### src/sv/i2cm_pkg.sv
// shared types and constants for the i2c master bit engine
// no dependencies; imported by the front, queue, back and top level
`timescale 1ns / 1ps
`default_nettype none

package i2cm_pkg;

  // request codes on the input channel
  localparam logic [1:0] REQ_CMD   = 2'd0;
  localparam logic [1:0] REQ_WBYTE = 2'd1;
  localparam logic [1:0] REQ_TICK  = 2'd2;

  // address phase lengths
  localparam int unsigned ADDR7_BITS  = 8;
  localparam int unsigned ADDR10_BITS = 11;

  localparam int unsigned SHIFT_W = 11;
  localparam int unsigned COUNT_W = 16;
  localparam int unsigned DELAY_W = 16;

  // default depth of the queue between front and back
  localparam int unsigned QUEUE_DEPTH = 2;

  typedef enum logic [1:0] {
    OP_CMD,
    OP_WBYTE,
    OP_TICK,
    OP_NONE
  } op_kind_e;

  // classified item as queued for the sequencer
  typedef struct packed {
    op_kind_e             kind;
    logic [SHIFT_W-1:0]   shift_init;
    logic [3:0]           bit_init;
    logic                 is_read;
    logic                 send_start;
    logic                 send_stop;
    logic [COUNT_W-1:0]   byte_count;
    logic                 scl_level;
    logic                 sda_level;
  } op_t;

  // one result item
  typedef struct packed {
    logic                 scl_pull_low;
    logic                 sda_pull_low;
    logic                 read_valid;
    logic [7:0]           read_data;
    logic                 byte_request;
    logic                 busy;
    logic                 done;
    logic                 start_flag;
    logic                 address_nack_flag;
    logic                 complete_flag;
    logic [COUNT_W-1:0]   bytes_moved;
  } result_t;

endpackage

`default_nettype wire

### src/sv/i2cm_front.sv
// front end: classifies incoming items and prepares the shift word
// depends on i2cm_pkg
`timescale 1ns / 1ps
`default_nettype none

module i2cm_front (
  input  logic [1:0]            req_type_i,
  input  logic [9:0]            target_address_i,
  input  logic                  ten_bit_mode_i,
  input  logic                  is_read_i,
  input  logic                  send_start_i,
  input  logic                  send_stop_i,
  input  logic [15:0]           byte_count_i,
  input  logic [7:0]            write_byte_i,
  input  logic                  scl_level_i,
  input  logic                  sda_level_i,
  output i2cm_pkg::op_t         op_o
);
  import i2cm_pkg::*;

  // decode the request type and build the word to shift out
  always_comb begin
    op_o            = '0;
    op_o.is_read    = is_read_i;
    op_o.send_start = send_start_i;
    op_o.send_stop  = send_stop_i;
    op_o.byte_count = byte_count_i;
    op_o.scl_level  = scl_level_i;
    op_o.sda_level  = sda_level_i;
    unique case (req_type_i)
      REQ_CMD: begin
        op_o.kind       = OP_CMD;
        op_o.shift_init = {target_address_i, is_read_i};
        op_o.bit_init   = ten_bit_mode_i ? 4'(ADDR10_BITS) : 4'(ADDR7_BITS);
      end
      REQ_WBYTE: begin
        op_o.kind       = OP_WBYTE;
        op_o.shift_init = {3'b000, write_byte_i};
        op_o.bit_init   = 4'(ADDR7_BITS);
      end
      REQ_TICK: begin
        op_o.kind = OP_TICK;
      end
      default: begin
        op_o.kind = OP_NONE;
      end
    endcase
  end

endmodule

`default_nettype wire

### src/sv/i2cm_queue.sv
// short queue of classified items between front and back
// depends on i2cm_pkg
`timescale 1ns / 1ps
`default_nettype none

module i2cm_queue #(
  parameter int unsigned DEPTH = i2cm_pkg::QUEUE_DEPTH,
  localparam int unsigned PTR_W = $clog2(DEPTH),
  localparam int unsigned CNT_W = $clog2(DEPTH + 1)
) (
  input  logic                  clk_i,
  input  logic                  rst_ni,
  input  logic                  push_i,
  input  i2cm_pkg::op_t         push_op_i,
  output logic                  full_o,
  output logic                  pop_valid_o,
  input  logic                  pop_i,
  output i2cm_pkg::op_t         pop_op_o,
  output logic [CNT_W-1:0]      count_o
);
  import i2cm_pkg::*;

  op_t              entry_q [DEPTH];
  logic [PTR_W-1:0] wr_ptr_q, wr_ptr_d;
  logic [PTR_W-1:0] rd_ptr_q, rd_ptr_d;
  logic [CNT_W-1:0] count_q, count_d;

  assign full_o      = (count_q == CNT_W'(DEPTH));
  assign pop_valid_o = (count_q != '0);
  assign pop_op_o    = entry_q[rd_ptr_q];
  assign count_o     = count_q;

  // pointer and fill count update
  always_comb begin
    wr_ptr_d = wr_ptr_q;
    rd_ptr_d = rd_ptr_q;
    count_d  = count_q;
    if (push_i) begin
      wr_ptr_d = (wr_ptr_q == PTR_W'(DEPTH - 1)) ? '0 : wr_ptr_q + PTR_W'(1);
    end
    if (pop_i) begin
      rd_ptr_d = (rd_ptr_q == PTR_W'(DEPTH - 1)) ? '0 : rd_ptr_q + PTR_W'(1);
    end
    if (push_i && !pop_i) begin
      count_d = count_q + CNT_W'(1);
    end else if (pop_i && !push_i) begin
      count_d = count_q - CNT_W'(1);
    end
  end

  always_ff @(posedge clk_i or negedge rst_ni) begin
    if (!rst_ni) begin
      wr_ptr_q <= '0;
      rd_ptr_q <= '0;
      count_q  <= '0;
    end else begin
      wr_ptr_q <= wr_ptr_d;
      rd_ptr_q <= rd_ptr_d;
      count_q  <= count_d;
    end
  end

  // storage, no reset needed
  always_ff @(posedge clk_i) begin
    if (push_i) begin
      entry_q[wr_ptr_q] <= push_op_i;
    end
  end

endmodule

`default_nettype wire

### src/sv/i2cm_back.sv
// back end: line sequencer with the registered result stage
// depends on i2cm_pkg
`timescale 1ns / 1ps
`default_nettype none

module i2cm_back (
  input  logic                          clk_i,
  input  logic                          rst_ni,
  input  logic [i2cm_pkg::DELAY_W-1:0]  phase_delay_i,
  input  logic                          op_valid_i,
  input  i2cm_pkg::op_t                 op_i,
  output logic                          pop_o,
  output logic                          out_valid_o,
  input  logic                          out_ready_i,
  output i2cm_pkg::result_t             res_o
);
  import i2cm_pkg::*;

  typedef enum logic [3:0] {
    PH_IDLE, PH_S_WAIT, PH_S_SDA, PH_O_LOW, PH_O_HIGH, PH_A_LOW, PH_A_HIGH,
    PH_A_SAMPLE, PH_WREQ, PH_R_LOW, PH_R_HIGH, PH_R_NEXT, PH_RA_HIGH,
    PH_RA_END, PH_P_SDA, PH_P_SCL
  } phase_e;

  phase_e              phase_q, phase_d;
  logic [3:0]          bit_q, bit_d;
  logic [SHIFT_W-1:0]  shift_q, shift_d;
  logic [COUNT_W-1:0]  done_cnt_q, done_cnt_d;
  logic [COUNT_W-1:0]  total_q, total_d;
  logic [DELAY_W-1:0]  wait_q, wait_d;
  logic                f_start_q, f_start_d;
  logic                f_nack_q, f_nack_d;
  logic                f_read_q, f_read_d;
  logic                f_stop_q, f_stop_d;
  logic                f_addr_q, f_addr_d;
  logic                scl_low_q, scl_low_d;
  logic                sda_low_q, sda_low_d;
  logic                out_valid_q;
  result_t             res_q, res_d;

  logic                do_data, do_end, done;
  logic                rvalid;
  logic [7:0]          rdata;
  logic [3:0]          bit_idx;
  logic [15:0]         shift_ext;
  logic [COUNT_W:0]    next_cnt;

  // take an item whenever the result stage is free or being emptied
  assign pop_o       = op_valid_i && (!out_valid_q || out_ready_i);
  assign out_valid_o = out_valid_q;
  assign res_o       = res_q;

  assign bit_idx   = bit_q - 4'd1;
  assign shift_ext = {5'b00000, shift_q};
  assign next_cnt  = {1'b0, done_cnt_q} + {{COUNT_W{1'b0}}, 1'b1};

  // next state of the sequencer for the item at the queue head
  always_comb begin
    phase_d    = phase_q;
    bit_d      = bit_q;
    shift_d    = shift_q;
    done_cnt_d = done_cnt_q;
    total_d    = total_q;
    wait_d     = wait_q;
    f_start_d  = f_start_q;
    f_nack_d   = f_nack_q;
    f_read_d   = f_read_q;
    f_stop_d   = f_stop_q;
    f_addr_d   = f_addr_q;
    scl_low_d  = scl_low_q;
    sda_low_d  = sda_low_q;
    do_data    = 1'b0;
    do_end     = 1'b0;
    done       = 1'b0;
    rvalid     = 1'b0;
    rdata      = 8'h00;

    if (op_i.kind == OP_CMD && phase_q == PH_IDLE) begin
      f_start_d  = 1'b0;
      f_nack_d   = 1'b0;
      f_addr_d   = 1'b0;
      f_read_d   = op_i.is_read;
      f_stop_d   = op_i.send_stop;
      total_d    = op_i.byte_count;
      done_cnt_d = '0;
      if (op_i.send_start) begin
        f_start_d = 1'b1;
        f_addr_d  = 1'b1;
        shift_d   = op_i.shift_init;
        bit_d     = op_i.bit_init;
        phase_d   = PH_S_WAIT;
        wait_d    = '0;
      end else begin
        do_data = 1'b1;
      end
    end else if (op_i.kind == OP_WBYTE && phase_q == PH_WREQ) begin
      shift_d = op_i.shift_init;
      bit_d   = op_i.bit_init;
      phase_d = PH_O_LOW;
      wait_d  = '0;
    end else if (op_i.kind == OP_TICK && phase_q != PH_IDLE) begin
      if (wait_q != '0) begin
        // delay point still counting down
        wait_d = wait_q - DELAY_W'(1);
      end else begin
        unique case (phase_q)
          PH_S_WAIT: begin
            scl_low_d = 1'b0;
            if (op_i.scl_level) begin
              phase_d = PH_S_SDA;
              wait_d  = phase_delay_i;
            end
          end
          PH_S_SDA: begin
            sda_low_d = 1'b1;
            phase_d   = PH_O_LOW;
            wait_d    = phase_delay_i;
          end
          PH_O_LOW: begin
            scl_low_d = 1'b1;
            sda_low_d = !shift_ext[bit_idx];
            phase_d   = PH_O_HIGH;
            wait_d    = phase_delay_i;
          end
          PH_O_HIGH: begin
            scl_low_d = 1'b0;
            if (op_i.scl_level) begin
              bit_d   = bit_idx;
              phase_d = (bit_idx != 4'd0) ? PH_O_LOW : PH_A_LOW;
              wait_d  = phase_delay_i;
            end
          end
          PH_A_LOW: begin
            scl_low_d = 1'b1;
            sda_low_d = 1'b0;
            phase_d   = PH_A_HIGH;
            wait_d    = phase_delay_i;
          end
          PH_A_HIGH: begin
            scl_low_d = 1'b0;
            if (op_i.scl_level) begin
              phase_d = PH_A_SAMPLE;
              wait_d  = phase_delay_i;
            end
          end
          PH_A_SAMPLE: begin
            scl_low_d = 1'b1;
            if (f_addr_q) begin
              f_addr_d = 1'b0;
              if (op_i.sda_level) begin
                f_nack_d = 1'b1;
                do_end   = 1'b1;
              end else begin
                do_data = 1'b1;
              end
            end else begin
              done_cnt_d = next_cnt[COUNT_W-1:0];
              if (op_i.sda_level) begin
                do_end = 1'b1;
              end else begin
                do_data = 1'b1;
              end
            end
          end
          PH_R_LOW: begin
            scl_low_d = 1'b1;
            sda_low_d = 1'b0;
            phase_d   = PH_R_HIGH;
            wait_d    = phase_delay_i;
          end
          PH_R_HIGH: begin
            scl_low_d = 1'b0;
            if (op_i.scl_level) begin
              shift_d = {shift_q[SHIFT_W-2:0], op_i.sda_level};
              bit_d   = bit_idx;
              phase_d = PH_R_NEXT;
              wait_d  = phase_delay_i;
            end
          end
          PH_R_NEXT: begin
            scl_low_d = 1'b1;
            if (bit_q != 4'd0) begin
              phase_d = PH_R_HIGH;
            end else begin
              // ack every byte but the last
              if (next_cnt < {1'b0, total_q}) begin
                sda_low_d = 1'b1;
              end
              phase_d = PH_RA_HIGH;
            end
            wait_d = phase_delay_i;
          end
          PH_RA_HIGH: begin
            scl_low_d = 1'b0;
            if (op_i.scl_level) begin
              phase_d = PH_RA_END;
              wait_d  = phase_delay_i;
            end
          end
          PH_RA_END: begin
            scl_low_d  = 1'b1;
            rvalid     = 1'b1;
            rdata      = shift_q[7:0];
            done_cnt_d = next_cnt[COUNT_W-1:0];
            do_data    = 1'b1;
          end
          PH_P_SDA: begin
            sda_low_d = 1'b1;
            phase_d   = PH_P_SCL;
            wait_d    = phase_delay_i;
          end
          PH_P_SCL: begin
            scl_low_d = 1'b0;
            if (op_i.scl_level) begin
              sda_low_d = 1'b0;
              phase_d   = PH_IDLE;
              wait_d    = '0;
              done      = 1'b1;
            end
          end
          default: begin
          end
        endcase
      end
    end

    // start of the data stage: next byte or wrap-up
    if (do_data) begin
      if (done_cnt_d >= total_d) begin
        do_end = 1'b1;
      end else begin
        wait_d = '0;
        if (f_read_d) begin
          bit_d   = 4'(ADDR7_BITS);
          shift_d = '0;
          phase_d = PH_R_LOW;
        end else begin
          phase_d = PH_WREQ;
        end
      end
    end

    // stop condition or immediate end of the transaction
    if (do_end) begin
      wait_d = '0;
      if (f_stop_d) begin
        phase_d = PH_P_SDA;
      end else begin
        phase_d = PH_IDLE;
        done    = 1'b1;
      end
    end

    res_d.scl_pull_low      = scl_low_d;
    res_d.sda_pull_low      = sda_low_d;
    res_d.read_valid        = rvalid;
    res_d.read_data         = rdata;
    res_d.byte_request      = (phase_d == PH_WREQ);
    res_d.busy              = (phase_d != PH_IDLE);
    res_d.done              = done;
    res_d.start_flag        = f_start_d;
    res_d.address_nack_flag = f_nack_d;
    res_d.complete_flag     = done && !f_nack_d;
    res_d.bytes_moved       = done_cnt_d;
  end

  // sequencer state and result valid
  always_ff @(posedge clk_i or negedge rst_ni) begin
    if (!rst_ni) begin
      phase_q     <= PH_IDLE;
      bit_q       <= '0;
      shift_q     <= '0;
      done_cnt_q  <= '0;
      total_q     <= '0;
      wait_q      <= '0;
      f_start_q   <= 1'b0;
      f_nack_q    <= 1'b0;
      f_read_q    <= 1'b0;
      f_stop_q    <= 1'b0;
      f_addr_q    <= 1'b0;
      scl_low_q   <= 1'b0;
      sda_low_q   <= 1'b0;
      out_valid_q <= 1'b0;
    end else begin
      if (pop_o) begin
        phase_q    <= phase_d;
        bit_q      <= bit_d;
        shift_q    <= shift_d;
        done_cnt_q <= done_cnt_d;
        total_q    <= total_d;
        wait_q     <= wait_d;
        f_start_q  <= f_start_d;
        f_nack_q   <= f_nack_d;
        f_read_q   <= f_read_d;
        f_stop_q   <= f_stop_d;
        f_addr_q   <= f_addr_d;
        scl_low_q  <= scl_low_d;
        sda_low_q  <= sda_low_d;
        out_valid_q <= 1'b1;
      end else if (out_ready_i) begin
        out_valid_q <= 1'b0;
      end
    end
  end

  // result payload
  always_ff @(posedge clk_i) begin
    if (pop_o) begin
      res_q <= res_d;
    end
  end

endmodule

`default_nettype wire

### src/sv/i2c_master_bit_engine_core.sv
// top level of the i2c master bit engine: register port, front, queue, back
// depends on i2cm_pkg, i2cm_front, i2cm_queue, i2cm_back
`timescale 1ns / 1ps
`default_nettype none

// I2C master bit engine. Every input item (command, write byte or bus tick)
// yields exactly one result item. The engine takes one item per clock cycle
// when the result side keeps up: the front decodes an item in the cycle it
// arrives, a small queue (QUEUE_DEPTH entries) holds decoded items, and the
// line sequencer in the back retires one item per cycle into a result
// register. An accepted item is written into the queue and moves into the
// result register once it is at the queue head and that register is free
// or being emptied; items queued ahead and a holding result side delay it.
// Once the queue is full the input stalls until a result is taken.
// phase_delay, register 0 at byte address 0, sets the extra ticks held at
// each delay point and is picked up at the next delay point.

module i2c_master_bit_engine_core #(
  parameter int unsigned QUEUE_DEPTH = i2cm_pkg::QUEUE_DEPTH
) (
  input  logic         clk_i,
  input  logic         rst_ni,
  // register port
  input  logic         psel,
  input  logic         penable,
  input  logic         pwrite,
  input  logic [2:0]   paddr,
  input  logic [31:0]  pwdata,
  output logic [31:0]  prdata,
  output logic         pready,
  // input channel
  input  logic         in_valid_i,
  output logic         in_ready_o,
  input  logic [1:0]   req_type_i,
  input  logic [9:0]   target_address_i,
  input  logic         ten_bit_mode_i,
  input  logic         is_read_i,
  input  logic         send_start_i,
  input  logic         send_stop_i,
  input  logic [15:0]  byte_count_i,
  input  logic [7:0]   write_byte_i,
  input  logic         scl_level_i,
  input  logic         sda_level_i,
  // result channel
  output logic         out_valid_o,
  input  logic         out_ready_i,
  output logic         scl_pull_low_o,
  output logic         sda_pull_low_o,
  output logic         read_valid_o,
  output logic [7:0]   read_data_o,
  output logic         byte_request_o,
  output logic         busy_res_o,
  output logic         done_res_o,
  output logic         start_flag_o,
  output logic         address_nack_flag_o,
  output logic         complete_flag_o,
  output logic [15:0]  bytes_moved_o
);
  import i2cm_pkg::*;

  localparam int unsigned CNT_W = $clog2(QUEUE_DEPTH + 1);
  localparam logic REG_PHASE_DELAY = 1'b0;

  logic [DELAY_W-1:0] phase_delay_q;
  logic               reg_write;
  logic               reg_index;
  op_t                front_op;
  op_t                head_op;
  logic               q_full;
  logic               q_valid;
  logic               q_pop;
  logic               q_push;
  logic [CNT_W-1:0]   q_count;
  result_t            res;

  // register port
  assign pready    = 1'b1;
  assign reg_index = paddr[2];
  assign reg_write = psel && penable && pwrite && pready;
  assign prdata    = (reg_index == REG_PHASE_DELAY) ? {16'h0000, phase_delay_q} : 32'h0;

  always_ff @(posedge clk_i or negedge rst_ni) begin
    if (!rst_ni) begin
      phase_delay_q <= '0;
    end else if (reg_write && reg_index == REG_PHASE_DELAY) begin
      phase_delay_q <= pwdata[DELAY_W-1:0];
    end
  end

  // front end classification
  i2cm_front u_front (
    .req_type_i       (req_type_i),
    .target_address_i (target_address_i),
    .ten_bit_mode_i   (ten_bit_mode_i),
    .is_read_i        (is_read_i),
    .send_start_i     (send_start_i),
    .send_stop_i      (send_stop_i),
    .byte_count_i     (byte_count_i),
    .write_byte_i     (write_byte_i),
    .scl_level_i      (scl_level_i),
    .sda_level_i      (sda_level_i),
    .op_o             (front_op)
  );

  assign in_ready_o = !q_full;
  assign q_push     = in_valid_i && in_ready_o;

  // decoupling queue
  i2cm_queue #(
    .DEPTH (QUEUE_DEPTH)
  ) u_queue (
    .clk_i       (clk_i),
    .rst_ni      (rst_ni),
    .push_i      (q_push),
    .push_op_i   (front_op),
    .full_o      (q_full),
    .pop_valid_o (q_valid),
    .pop_i       (q_pop),
    .pop_op_o    (head_op),
    .count_o     (q_count)
  );

  // line sequencer and result register
  i2cm_back u_back (
    .clk_i         (clk_i),
    .rst_ni        (rst_ni),
    .phase_delay_i (phase_delay_q),
    .op_valid_i    (q_valid),
    .op_i          (head_op),
    .pop_o         (q_pop),
    .out_valid_o   (out_valid_o),
    .out_ready_i   (out_ready_i),
    .res_o         (res)
  );

  assign scl_pull_low_o      = res.scl_pull_low;
  assign sda_pull_low_o      = res.sda_pull_low;
  assign read_valid_o        = res.read_valid;
  assign read_data_o         = res.read_data;
  assign byte_request_o      = res.byte_request;
  assign busy_res_o          = res.busy;
  assign done_res_o          = res.done;
  assign start_flag_o        = res.start_flag;
  assign address_nack_flag_o = res.address_nack_flag;
  assign complete_flag_o     = res.complete_flag;
  assign bytes_moved_o       = res.bytes_moved;

  // a push with no pop grows the queue by one entry
  assert property (@(posedge clk_i) disable iff (!rst_ni)
    (q_push && !q_pop) |=> (q_count == $past(q_count) + CNT_W'(1)))
    else $error("queue count did not follow a push");

  // a transaction end leaves the engine idle
  assert property (@(posedge clk_i) disable iff (!rst_ni)
    (out_valid_o && done_res_o) |-> (!busy_res_o && !byte_request_o))
    else $error("done result while still busy");

  // completion is only reported with the end of a transaction
  assert property (@(posedge clk_i) disable iff (!rst_ni)
    (out_valid_o && complete_flag_o) |-> (done_res_o && !address_nack_flag_o))
    else $error("complete flag without clean end");

  // a received byte only arrives during a read data stage
  assert property (@(posedge clk_i) disable iff (!rst_ni)
    (out_valid_o && read_valid_o) |-> (!byte_request_o && !address_nack_flag_o))
    else $error("read byte outside a read data stage");

endmodule

`default_nettype wire
### config.mk
export PLATFORM = sky130hd
export DESIGN_NAME = i2c_master_bit_engine_core
export DESIGN_NICKNAME = d
export VERILOG_FILES = /design/src/sv/i2cm_pkg.sv /design/src/sv/i2cm_front.sv /design/src/sv/i2cm_queue.sv /design/src/sv/i2cm_back.sv /design/src/sv/i2c_master_bit_engine_core.sv
export SDC_FILE = /design/constraint.sdc
export NUM_CORES = 1
export LEC_CHECK = 0
export ABC_AREA = 1
export BUFFER_PORTS_ARGS = -buffer_cell sky130_fd_sc_hd__buf_2
export CAP_MARGIN = 15
export CORE_AREA = 5 5 142 144
export DETAILED_ROUTE_END_ITERATION = 6
export DIE_AREA = 0 0 147 149
export PLACE_DENSITY_LB_ADDON = 0.15
export SETUP_SLACK_MARGIN = 0.05
export SLEW_MARGIN = 15
export SYNTH_ARGS = -nofsm -noshare
export SYNTH_HDL_FRONTEND = slang
export SYNTH_SLANG_ARGS = --single-unit
### constraint.sdc
create_clock -name clk_i -period 6.2 [get_ports clk_i]
set_clock_uncertainty 0.1 [all_clocks]
set_input_delay 1.24 -clock clk_i [delete_from_list [all_inputs] [get_ports clk_i]]
set_output_delay 1.24 -clock clk_i [all_outputs]
set_load 0.02 [all_outputs]
## Word level (Yosys, flattened, before mapping)

Memory sizes are Yosys's and may differ from the RTL's.
Index checks and enable logic that the tools add are counted.

| word-level totals | value |
|---|---|
| flip-flop bits (word level) | 128 |
| bits in writable memories | 76 |
| output and inout port bits | 68 |
| memories | 1 |

Memory list:

| name | words | bits a word | rd ports | clocked after Yosys merged registers in | wr ports | RTL line | source |
|---|---|---|---|---|---|---|---|
| u_queue.entry_q | 2 | 38 | 1 | 0 | 1 | i2cm_queue.sv:23 | `op_t entry_q [DEPTH];` |

| cells by class | value |
|---|---|
| $add $sub $neg | 7 |
| order comparisons | 3 |
| equal/unequal tests | 23 |
| muxes and demuxes | 124 |
| bitwise operators | 3 |
| reduce and logical (&&, ||, !) cells | 41 |

Operators with widths:

| kind | number |
|---|---|
| 16-bit 2-to-1 mux | 17 |
| 11-bit 2-to-1 mux | 10 |
| 4-bit 2-to-1 mux | 25 |
| 1-bit 2-to-1 mux | 58 |
| 16-bit case mux with 3 select lines | 1 |
| 4-bit case mux with 12 select lines | 1 |
| 4-bit == test, second input constant | 9 |
| 16-bit case mux with 2 select lines | 1 |
| 15-bit case mux with 2 select lines | 1 |
| 6-bit OR reduction | 3 |
| 16-bit by 1-bit adder with 17-bit output, second input constant | 1 |
| 17-bit by 16-bit less-than comparator with 1-bit output | 1 |
| 4-bit by 3-bit == test with 1-bit output, second input constant | 4 |
| 16-bit >= comparator | 1 |
| 16-bit nonzero test | 1 |
| 4-bit nonzero test | 4 |
| 16-bit by 1-bit subtractor with 16-bit output, second input constant | 1 |
| 1-bit logical AND | 11 |
| 2-bit nonzero test | 5 |
| 5-bit OR reduction | 2 |
| 4-bit by 2-bit == test with 1-bit output, second input constant | 2 |
| 2-bit == test, second input constant | 3 |
| 1-bit zero test | 6 |
| 2-bit 2-to-1 mux | 3 |
| 20 further kinds | 30 |

## Logic depth before layout (Yosys ltp)

Gate-level depths: netlist of the first run.

| depth | value |
|---|---|
| word-level depth | 13 |
| depth in mapped cells | 29 |

## Modules after synthesis

A second synthesis of the first run with hierarchy kept.

| unflattened totals | value |
|---|---|
| cells, all modules | 1390 |
| area total of the unflattened synthesis | 12094.1 µm² |

By module, submodules not included:

| module | instances | cells each | area an instance (µm²) | sequential area each (µm²) |
|---|---|---|---|---|
| i2cm_back | 1 | 1057 | 7796.2 | 2867.8 |
| i2cm_queue | 1 | 143 | 2995.4 | 2382.3 |
| i2c_master_bit_engine_core | 1 | 128 | 949.7 | 400.4 |
| i2cm_front | 1 | 62 | 352.8 | 0.0 |

## Least setup slack after synthesis of the first run

No wires, ideal clock.

| path | value |
|---|---|
| kind | flip-flop to flip-flop |
| start point | register u_back.wait_q[0] |
| end point | register u_back.res_q (netlist bit u_back.res_o[20]), data pin |
| data arrival time | 3143 ps |
| required time | 5847 ps |
| slack | 2704 ps |
| stages on the path, launching flop included | 28 |
| path through | dfrtp_1 -> inv_1 -> ha_1 -> nand4_1 -> nor2_1 -> nand2_2 -> nor2_8 -> inv_2 -> nor2_4 -> nand2_2 -> buf_2 -> nand2_1 -> a21oi_1 -> ha_1 -> nand2_1 -> inv_1 -> o21ai_0 -> nand2_1 -> a21oi_1 -> nand3_1 -> inv_1 -> nand2_2 -> nand3_1 -> nand2_1 -> nand2_1 -> nand2_1 -> inv_1 -> nand2_1 |

RTL lines:

| what | RTL line | source |
|---|---|---|
| start, declared | i2cm_back.sv:30 | `logic [DELAY_W-1:0] wait_q, wait_d;` |
| start signal, assigned | i2cm_back.sv:291 | `wait_q <= wait_d;` |
| end signal, assigned | i2cm_back.sv:309 | `res_q <= res_d;` |
| end, declared | i2cm_back.sv:39 | `result_t res_q, res_d;` |

==> qor.yml, run 1 <==
postSynthAreaPerCell_um2: 8.07
cts.hold.buffers_added: 0
netlist.area_leader.share: 0.273
avgViaCountPerCell: 5.57
met2RoutedLength_um: 13300
wirelength_met1_um: 12900
dp.cells: 1738
critPathMostFrequentCell: "nand2_1"
global_route.usage.total: 0.263
placement_rows: 50
diodes: 0
slew_headroom: 0.316
fin_worst_hold_slack_ns: 0.387
ys_seq_area_frac: 0.480
cp.buffers_inverters: 7
final_net_count: 1645
finalWorstSetupSlack_ns: 1.41
share_of_cell_area_taken_by_muxes_after_synthesis: 0.00955
routed_wirelength_um: 28300
synth_top_family_by_area: "simple AND/OR/NAND/NOR gates"
cts.root.buffer_cell: "clkbuf_16"
cts_max_path_buffers: 2
grt_max_degree: 71
critical_path_arrival_ns: 4.87
core-area_mm2: 0.0186
post_synth_fa_ha_maj_area_fraction: 0.0402
synth-main-ff-cell: "edfxtp_1"
cts_bufs_inserted: 17
gpl.final_weighted_congestion: 0.918
fin_cells: 1771
dp_slack_ns: 1.55
finish.instance_area_mm2: 0.0129
synthesized_area_fraction_occupied_by_ao_oa_aoi_and_oai_cells: 0.140
clk_transition_reported_paths_ns: 0.09
category_of_the_most_critical_setup_path: "reg2reg"
post_synth_main_area_contributors: "edfxtp_1 27%, dfrtp_1 21%, nand2_1 11%, o21ai_0 6.2%, inv_1 5.1%"
initial_utilization: 0.620
layout-drive-gt1-share: 0.138
globalRouteOverflowTotal: 0
worst-slew-pin-transition_ns: 1.02
route.vias.total: 9870
cts_tree: "done"
min_period_ns: 4.79
final_min_period_over_clock_period: 0.772
cp.required_ns: 6.28
unrepaired_setup_endpoints_after_global_routing: "false"
timing.critical_path.max_delay_family: "simple AND/OR/NAND/NOR gates"
dieHeight_um: 149
source_to_sink_clock_delay_at_the_later_pin_of_the_worst_skew_pair_ns: 0.45
nFillCells: 1490
critPathLaunchType: "flip-flop"
wl_met3_um: 1750
clkSinkCount: 200
yosys.area_share.xor_xnor: 0.0160
cpPeakStageDelay_ns: 0.55
postLayoutCoreUtil: 0.694
cts_setup_buffers: 0
report.final.setup_viol: 0
worst_hold_path_type: "reg2reg"
place.detailed.hpwl_um: 19800
grt_pass1_wl_um: 46700
synth.distinct_cells: 49
htree_levels: 4
die_area_mm2: 0.0219
mappedNetlistArea_mm2: 0.0115
drt-initial-drc-count: 848
mostFrequentLayoutCell: "nand2_1"
postSynthCellCount: 1429
fmaxAchievable_mhz: 209
detailedRoute.firstPassIterationCount: 6
totalNegativeSetupSlack_ns: 0
number_of_enable_type_register_cells_in_the_synthesized_netlist: 105
crit_path_end_kind: "flip-flop"
worstPathMaxFanout: 21
highest_count_cells_in_the_layout_ignoring_fill_and_taps: "349 x nand2_1, 157 x inv_1, 143 x o21ai_0"
place_area_mm2: 0.0122
avgRoutedWirePerCell_um: 16.0
placement.io_buffers: 116
number_of_synthesized_register_bits: 200
antenna_violating_nets_post_route: 0
p_leak_nw: 6.11
max-vdd-ir-drop_mv: 0.290
slew_viol_final: 0
max_cap_violations: 0
cts_repair_resize_count: 0
topRoutingLayerUsed: "met4"
drc_violation_count_after_routing: 0
synthesis.yosys.warnings: 0
power-per-cell-area_mw_per_mm2: 494
async_reset_ff_frac: 0.475
hold_viol_final: 0
initial_antenna_violation_count: 0
run_status: "finished clean"
synth-simple-area-share: 0.226
flow.area_growth_from_synthesis_pct: 11.9
critPathSlowestCell: "dfrtp_1"
design_power_total_mw: 6.38
yosys.area.top_type: "edfxtp_1"
chipWidth_um: 147
grt_pass1_vias: 9260
floorplan.io_pins: 152
## logic make-up (layout without fill, tap and decap cells)
| logic type | after synthesis | count (layout) |
|---|---|---|
| AO/OA/AOI/OAI | 296 | 296 |
| XOR/XNOR | 21 | 21 |
| adder cells (fa/ha/maj) | 37 | 37 |
| buffers and inverters | 246 | 339 |
| flip-flops | 200 | 200 |
| multiplexers | 11 | 11 |
| other | 2 | 17 |
| AND/OR/NAND/NOR | 616 | 616 |
## synthesized netlist by cell type (12+ instances only)
cell / instances
o21ai_0: 143
buf_2: 12
nand3_1: 62
a21oi_1: 82
o211ai_1: 12
nand4_1: 16
dfrtp_1: 95
nor3_1: 15
clkbuf_1: 33
edfxtp_1: 105
o21ai_1: 21
nor2_1: 144
buf_4: 17
inv_1: 157
xor2_1: 19
nand2_1: 349
inv_2: 16
ha_1: 37
## worst paths after layout
kind / slack, ns / start / cells after the start / endpoint
setup / recovery: 1.41 / u_queue.rd_ptr_q / 26 / u_back.res_o[20]
hold / removal: 0.39 / u_queue.count_o[0] / 1 / u_queue.count_o[0]
setup reg to reg: 1.41 / u_queue.rd_ptr_q / 26 / u_back.res_o[20]
hold reg to reg: 0.39 / u_queue.count_o[0] / 1 / u_queue.count_o[0]
max in group asynchronous: 4.17 / rst_ni / 2 / u_back.shift_q[1]
min in group asynchronous: 0.71 / rst_ni / 1 / u_back.done_cnt_q[8]
## final cells by class
cell class                 count  area, um2  share of cell area
multi-input combinational    998       5060               0.392
timing repair buffer         129        684              0.0531
clock buffer                  17        425              0.0330
inverter                     178        669              0.0519
clock inverter                15        236              0.0183
sequential                   200       5530               0.429
tap                          234        293              0.0227
## power by group
group          total (mW)  internal, mW  switching [mW]
Sequential           2.15          1.89           0.256
Combinational        3.02         0.920            2.09
Clock                1.22         0.605           0.611
Total                6.38          3.42            2.96
## layer usage
layer,GRT usage,up-vias
met4,0.0624,0
met1,0.365,4607
li1,-,4880
met3,0.0410,34
met5,0,-
met2,0.440,349
## worst reg2reg max path: stages, from the launching register on
cell	delay (ns)
dfrtp_1	0.55
buf_4	0.33
nand2_1	0.08
o21ai_1	0.13
inv_2	0.10
nand3_2	0.07
buf_4	0.29
nor2_8	0.11
inv_2	0.17
nor2_4	0.07
nand2_2	0.28
clkinv_2	0.22
nand2_1	0.10
nand2_1	0.06
o21bai_1	0.23
ha_1	0.31
nand2_1	0.05
nor3_1	0.28
nand2_1	0.09
nand3_1	0.18
inv_1	0.10
o22ai_1	0.11
nand2_1	0.16
nand2_1	0.15
nand2_1	0.07
inv_1	0.06
nand2_1	0.07
## state kept, by name (all words and copies together), names as in the netlist, 2 cells and up
name and count:
u_back.total_q 16, u_back.bit_q 4, u_back.phase_q 4, u_back.shift_q 11, u_back.res_o 33, u_queue.entry_q 72, phase_delay_q 16, u_queue.count_o 2
u_back.done_cnt_q 16, u_back.wait_q 16
Note: power is estimated with default switching activity, not from simulation.
==> run 2: changes to the inputs <==
CORE_AREA = 5 5 146 148   (was 5 5 142 144)
DIE_AREA = 0 0 151 153   (was 0 0 147 149)
clock period = 4.8 ns   (was 6.2 ns; I/O delays follow)
==> run 2 against run 1 <==
First-iteration DRC count is 22% lower. Register-to-register slack worse by 0.94 ns. Flip-flop and latch count stayed put. Final cell count is 2.1% higher. Combinational power is 28% higher. Fmax is 11% higher. Clock-buffer cell count stayed put. Die area is 5.5% higher. Final area is 0.16% lower. Largest power group unchanged.
==> qor.yml, run 2 (synthesis gave the netlist of run 1 again) <==
run_status: "finished clean"
path_cells: "inv_1 > ha_1 > nand4_1 > nor2_1 > nand2_2 > nor2_8 > inv_2 > nor2_4 > nand2_4 > clkinv_2 > nand2_1 > a21oi_2 > ha_1 > nand4_1 > nor3_1 > nand2_1 > nand3_1 > inv_1 > o22ai_1 > nand2_1 > nand2_1 > nand2_1 > inv_1 > nand2_1"
finish.instance_area_mm2: 0.0129
reg2reg_slack_ns: 0.47
worst-slew-pin-transition_ns: 1.02
power-per-cell-area_mw_per_mm2: 625
cts_max_path_buffers: 2
source_to_sink_clock_delay_at_the_later_pin_of_the_worst_skew_pair_ns: 0.44
placement.io_buffers: 116
place.detailed.hpwl_um: 20100
critical_path_arrival_ns: 4.43
grt_pass1_vias: 8961
totalNegativeSetupSlack_ns: 0
max_cap_violations: 0
clkSinkCount: 200
drt-initial-drc-count: 663
layout-drive-gt1-share: 0.138
clk_transition_reported_paths_ns: 0.08
critPathMostFrequentCell: "nand2_1"
critPathCapture: "u_back.res_o[20]"
antenna_violating_nets_post_route: 0
hold_viol_final: 0
worstPathMaxFanout: 14
initial_antenna_violation_count: 0
final_net_count: 1646
unrepaired_setup_endpoints_after_global_routing: "false"
worst_hold_path_type: "reg2reg"
core-area_mm2: 0.0199
max_ffs_per_register: 72
max-vdd-ir-drop_mv: 0.354
global_route.usage.total: 0.245
diodes: 0
critPathLaunchType: "flip-flop"
grt_max_degree: 75
gpl.final_weighted_congestion: 0.898
report.final.setup_viol: 0
detailedRoute.firstPassIterationCount: 5
drc_violation_count_after_routing: 0
min_period_ns: 4.33
p_leak_nw: 6.09
grt_pass1_wl_um: 45400
initial_utilization: 0.579
routed_wirelength_um: 28100
cts_tree: "done"
route.vias.total: 9735
rr_endpoint: "u_back.res_o[20]"
slew_viol_final: 0
mostFrequentLayoutCell: "nand2_1"
floorplan.io_pins: 152
avgViaCountPerCell: 5.38
reg2regPathDepth: 24
htree_levels: 4
largest-register: "u_queue.entry_q"
crit_path_start: "u_back.wait_q[0]"
critPathSlowestCell: "dfrtp_1"
crit_path_end_kind: "flip-flop"
flow.area_growth_from_synthesis_pct: 11.7
chipWidth_um: 151
avgRoutedWirePerCell_um: 15.5
crit-reg2reg-launch: "u_back.wait_q[0]"
die_area_mm2: 0.0231
slew_headroom: 0.318
cp.required_ns: 4.90
highest_count_cells_in_the_layout_ignoring_fill_and_taps: "349 x nand2_1, 157 x inv_1, 143 x o21ai_0"
cts_bufs_inserted: 17
cpPeakStageDelay_ns: 0.45
place_area_mm2: 0.0123
placement_rows: 52
cts.root.buffer_cell: "clkbuf_16"
dieHeight_um: 153
globalRouteOverflowTotal: 0
final_min_period_over_clock_period: 0.903
fmaxAchievable_mhz: 231
category_of_the_most_critical_setup_path: "reg2reg"
-- run 2: cell types whose count changed in the layout (fill, tap and decap cells not counted), sizes merged --
cell	previous run	this run
bufinv	1	0
clkinvlp	0	1
buf	129	130
-- run 2: power breakdown --
group          switching, mW  leakage [nW]  internal (mW)  total (mW)
Clock                  0.718         0.279          0.692        1.41
Combinational           2.68          3.61           1.19        3.87
Sequential             0.326          2.21           2.44        2.77
-- run 2: area by class of cell --
type,instances,area [um2]
fill,1730,7030
sequential,200,5530
multi-input combinational,998,5070
timing repair buffer,130,692
inverter,178,669
clock buffer,17,425
tap,270,338
clock inverter,15,155
-- run 2: critical path, delay by kind of cell, from the launching register on --
family,cells,cell delay (ns)
AND/OR/NAND/NOR,15,2.15
buffers and inverters,5,0.64
flip-flops,1,0.45
adder cells (fa/ha/maj),2,0.41
AO/OA/AOI/OAI,2,0.33
-- run 2: routing by layer --
layer / track usage / routed length, um / part of all wire / up-vias
li1: - / - / - / 4887
met1: 0.347 / 12700 / 0.45 / 4531
met2: 0.392 / 13300 / 0.47 / 282
met3: 0.0438 / 1670 / 0.059 / 35
met4: 0.0592 / 417 / 0.015 / 0
met5: 0 / 0 / 0 / -
-- run 2: how the worst min path moves through the flow --
stage                     startpoint                to  cells after the start
floorplan           u_back.scl_low_q  u_back.scl_low_q                      2
global placement     u_back.f_read_q   u_back.f_read_q                      2
detailed placement  u_back.sda_low_q  u_back.sda_low_q                      2
CTS                 u_back.sda_low_q  u_back.sda_low_q                      2
global route        u_back.sda_low_q  u_back.sda_low_q                      2
finish              u_back.scl_low_q  u_back.scl_low_q                      2
-- run 2: what timing repair did --
action,CTS,global route
resized for setup,0,2
setup buffers,0,0
endpoints found under the setup margin,0,2
hold buffers,0,0
-- run 2: through the flow --
| stage | hold slack (ns) | total power, mW | setup slack, ns | cells | utilization |
|---|---|---|---|---|---|
| final | 0.382 | 8.05 | 0.467 | 1808 | 0.647 |
| after CTS | 0.385 | 8.06 | 0.357 | 1807 | 0.646 |
| after detailed placement | 0.365 | 6.64 | 0.382 | 1775 | 0.617 |
| after floorplan | 0.343 | 5.61 | 1.30 | 1444 | - |
| after global placement | 0.360 | 6.55 | 0.450 | 1775 | 0.617 |
| after global routing | 0.396 | 8.71 | 0.132 | 1808 | 0.647 |
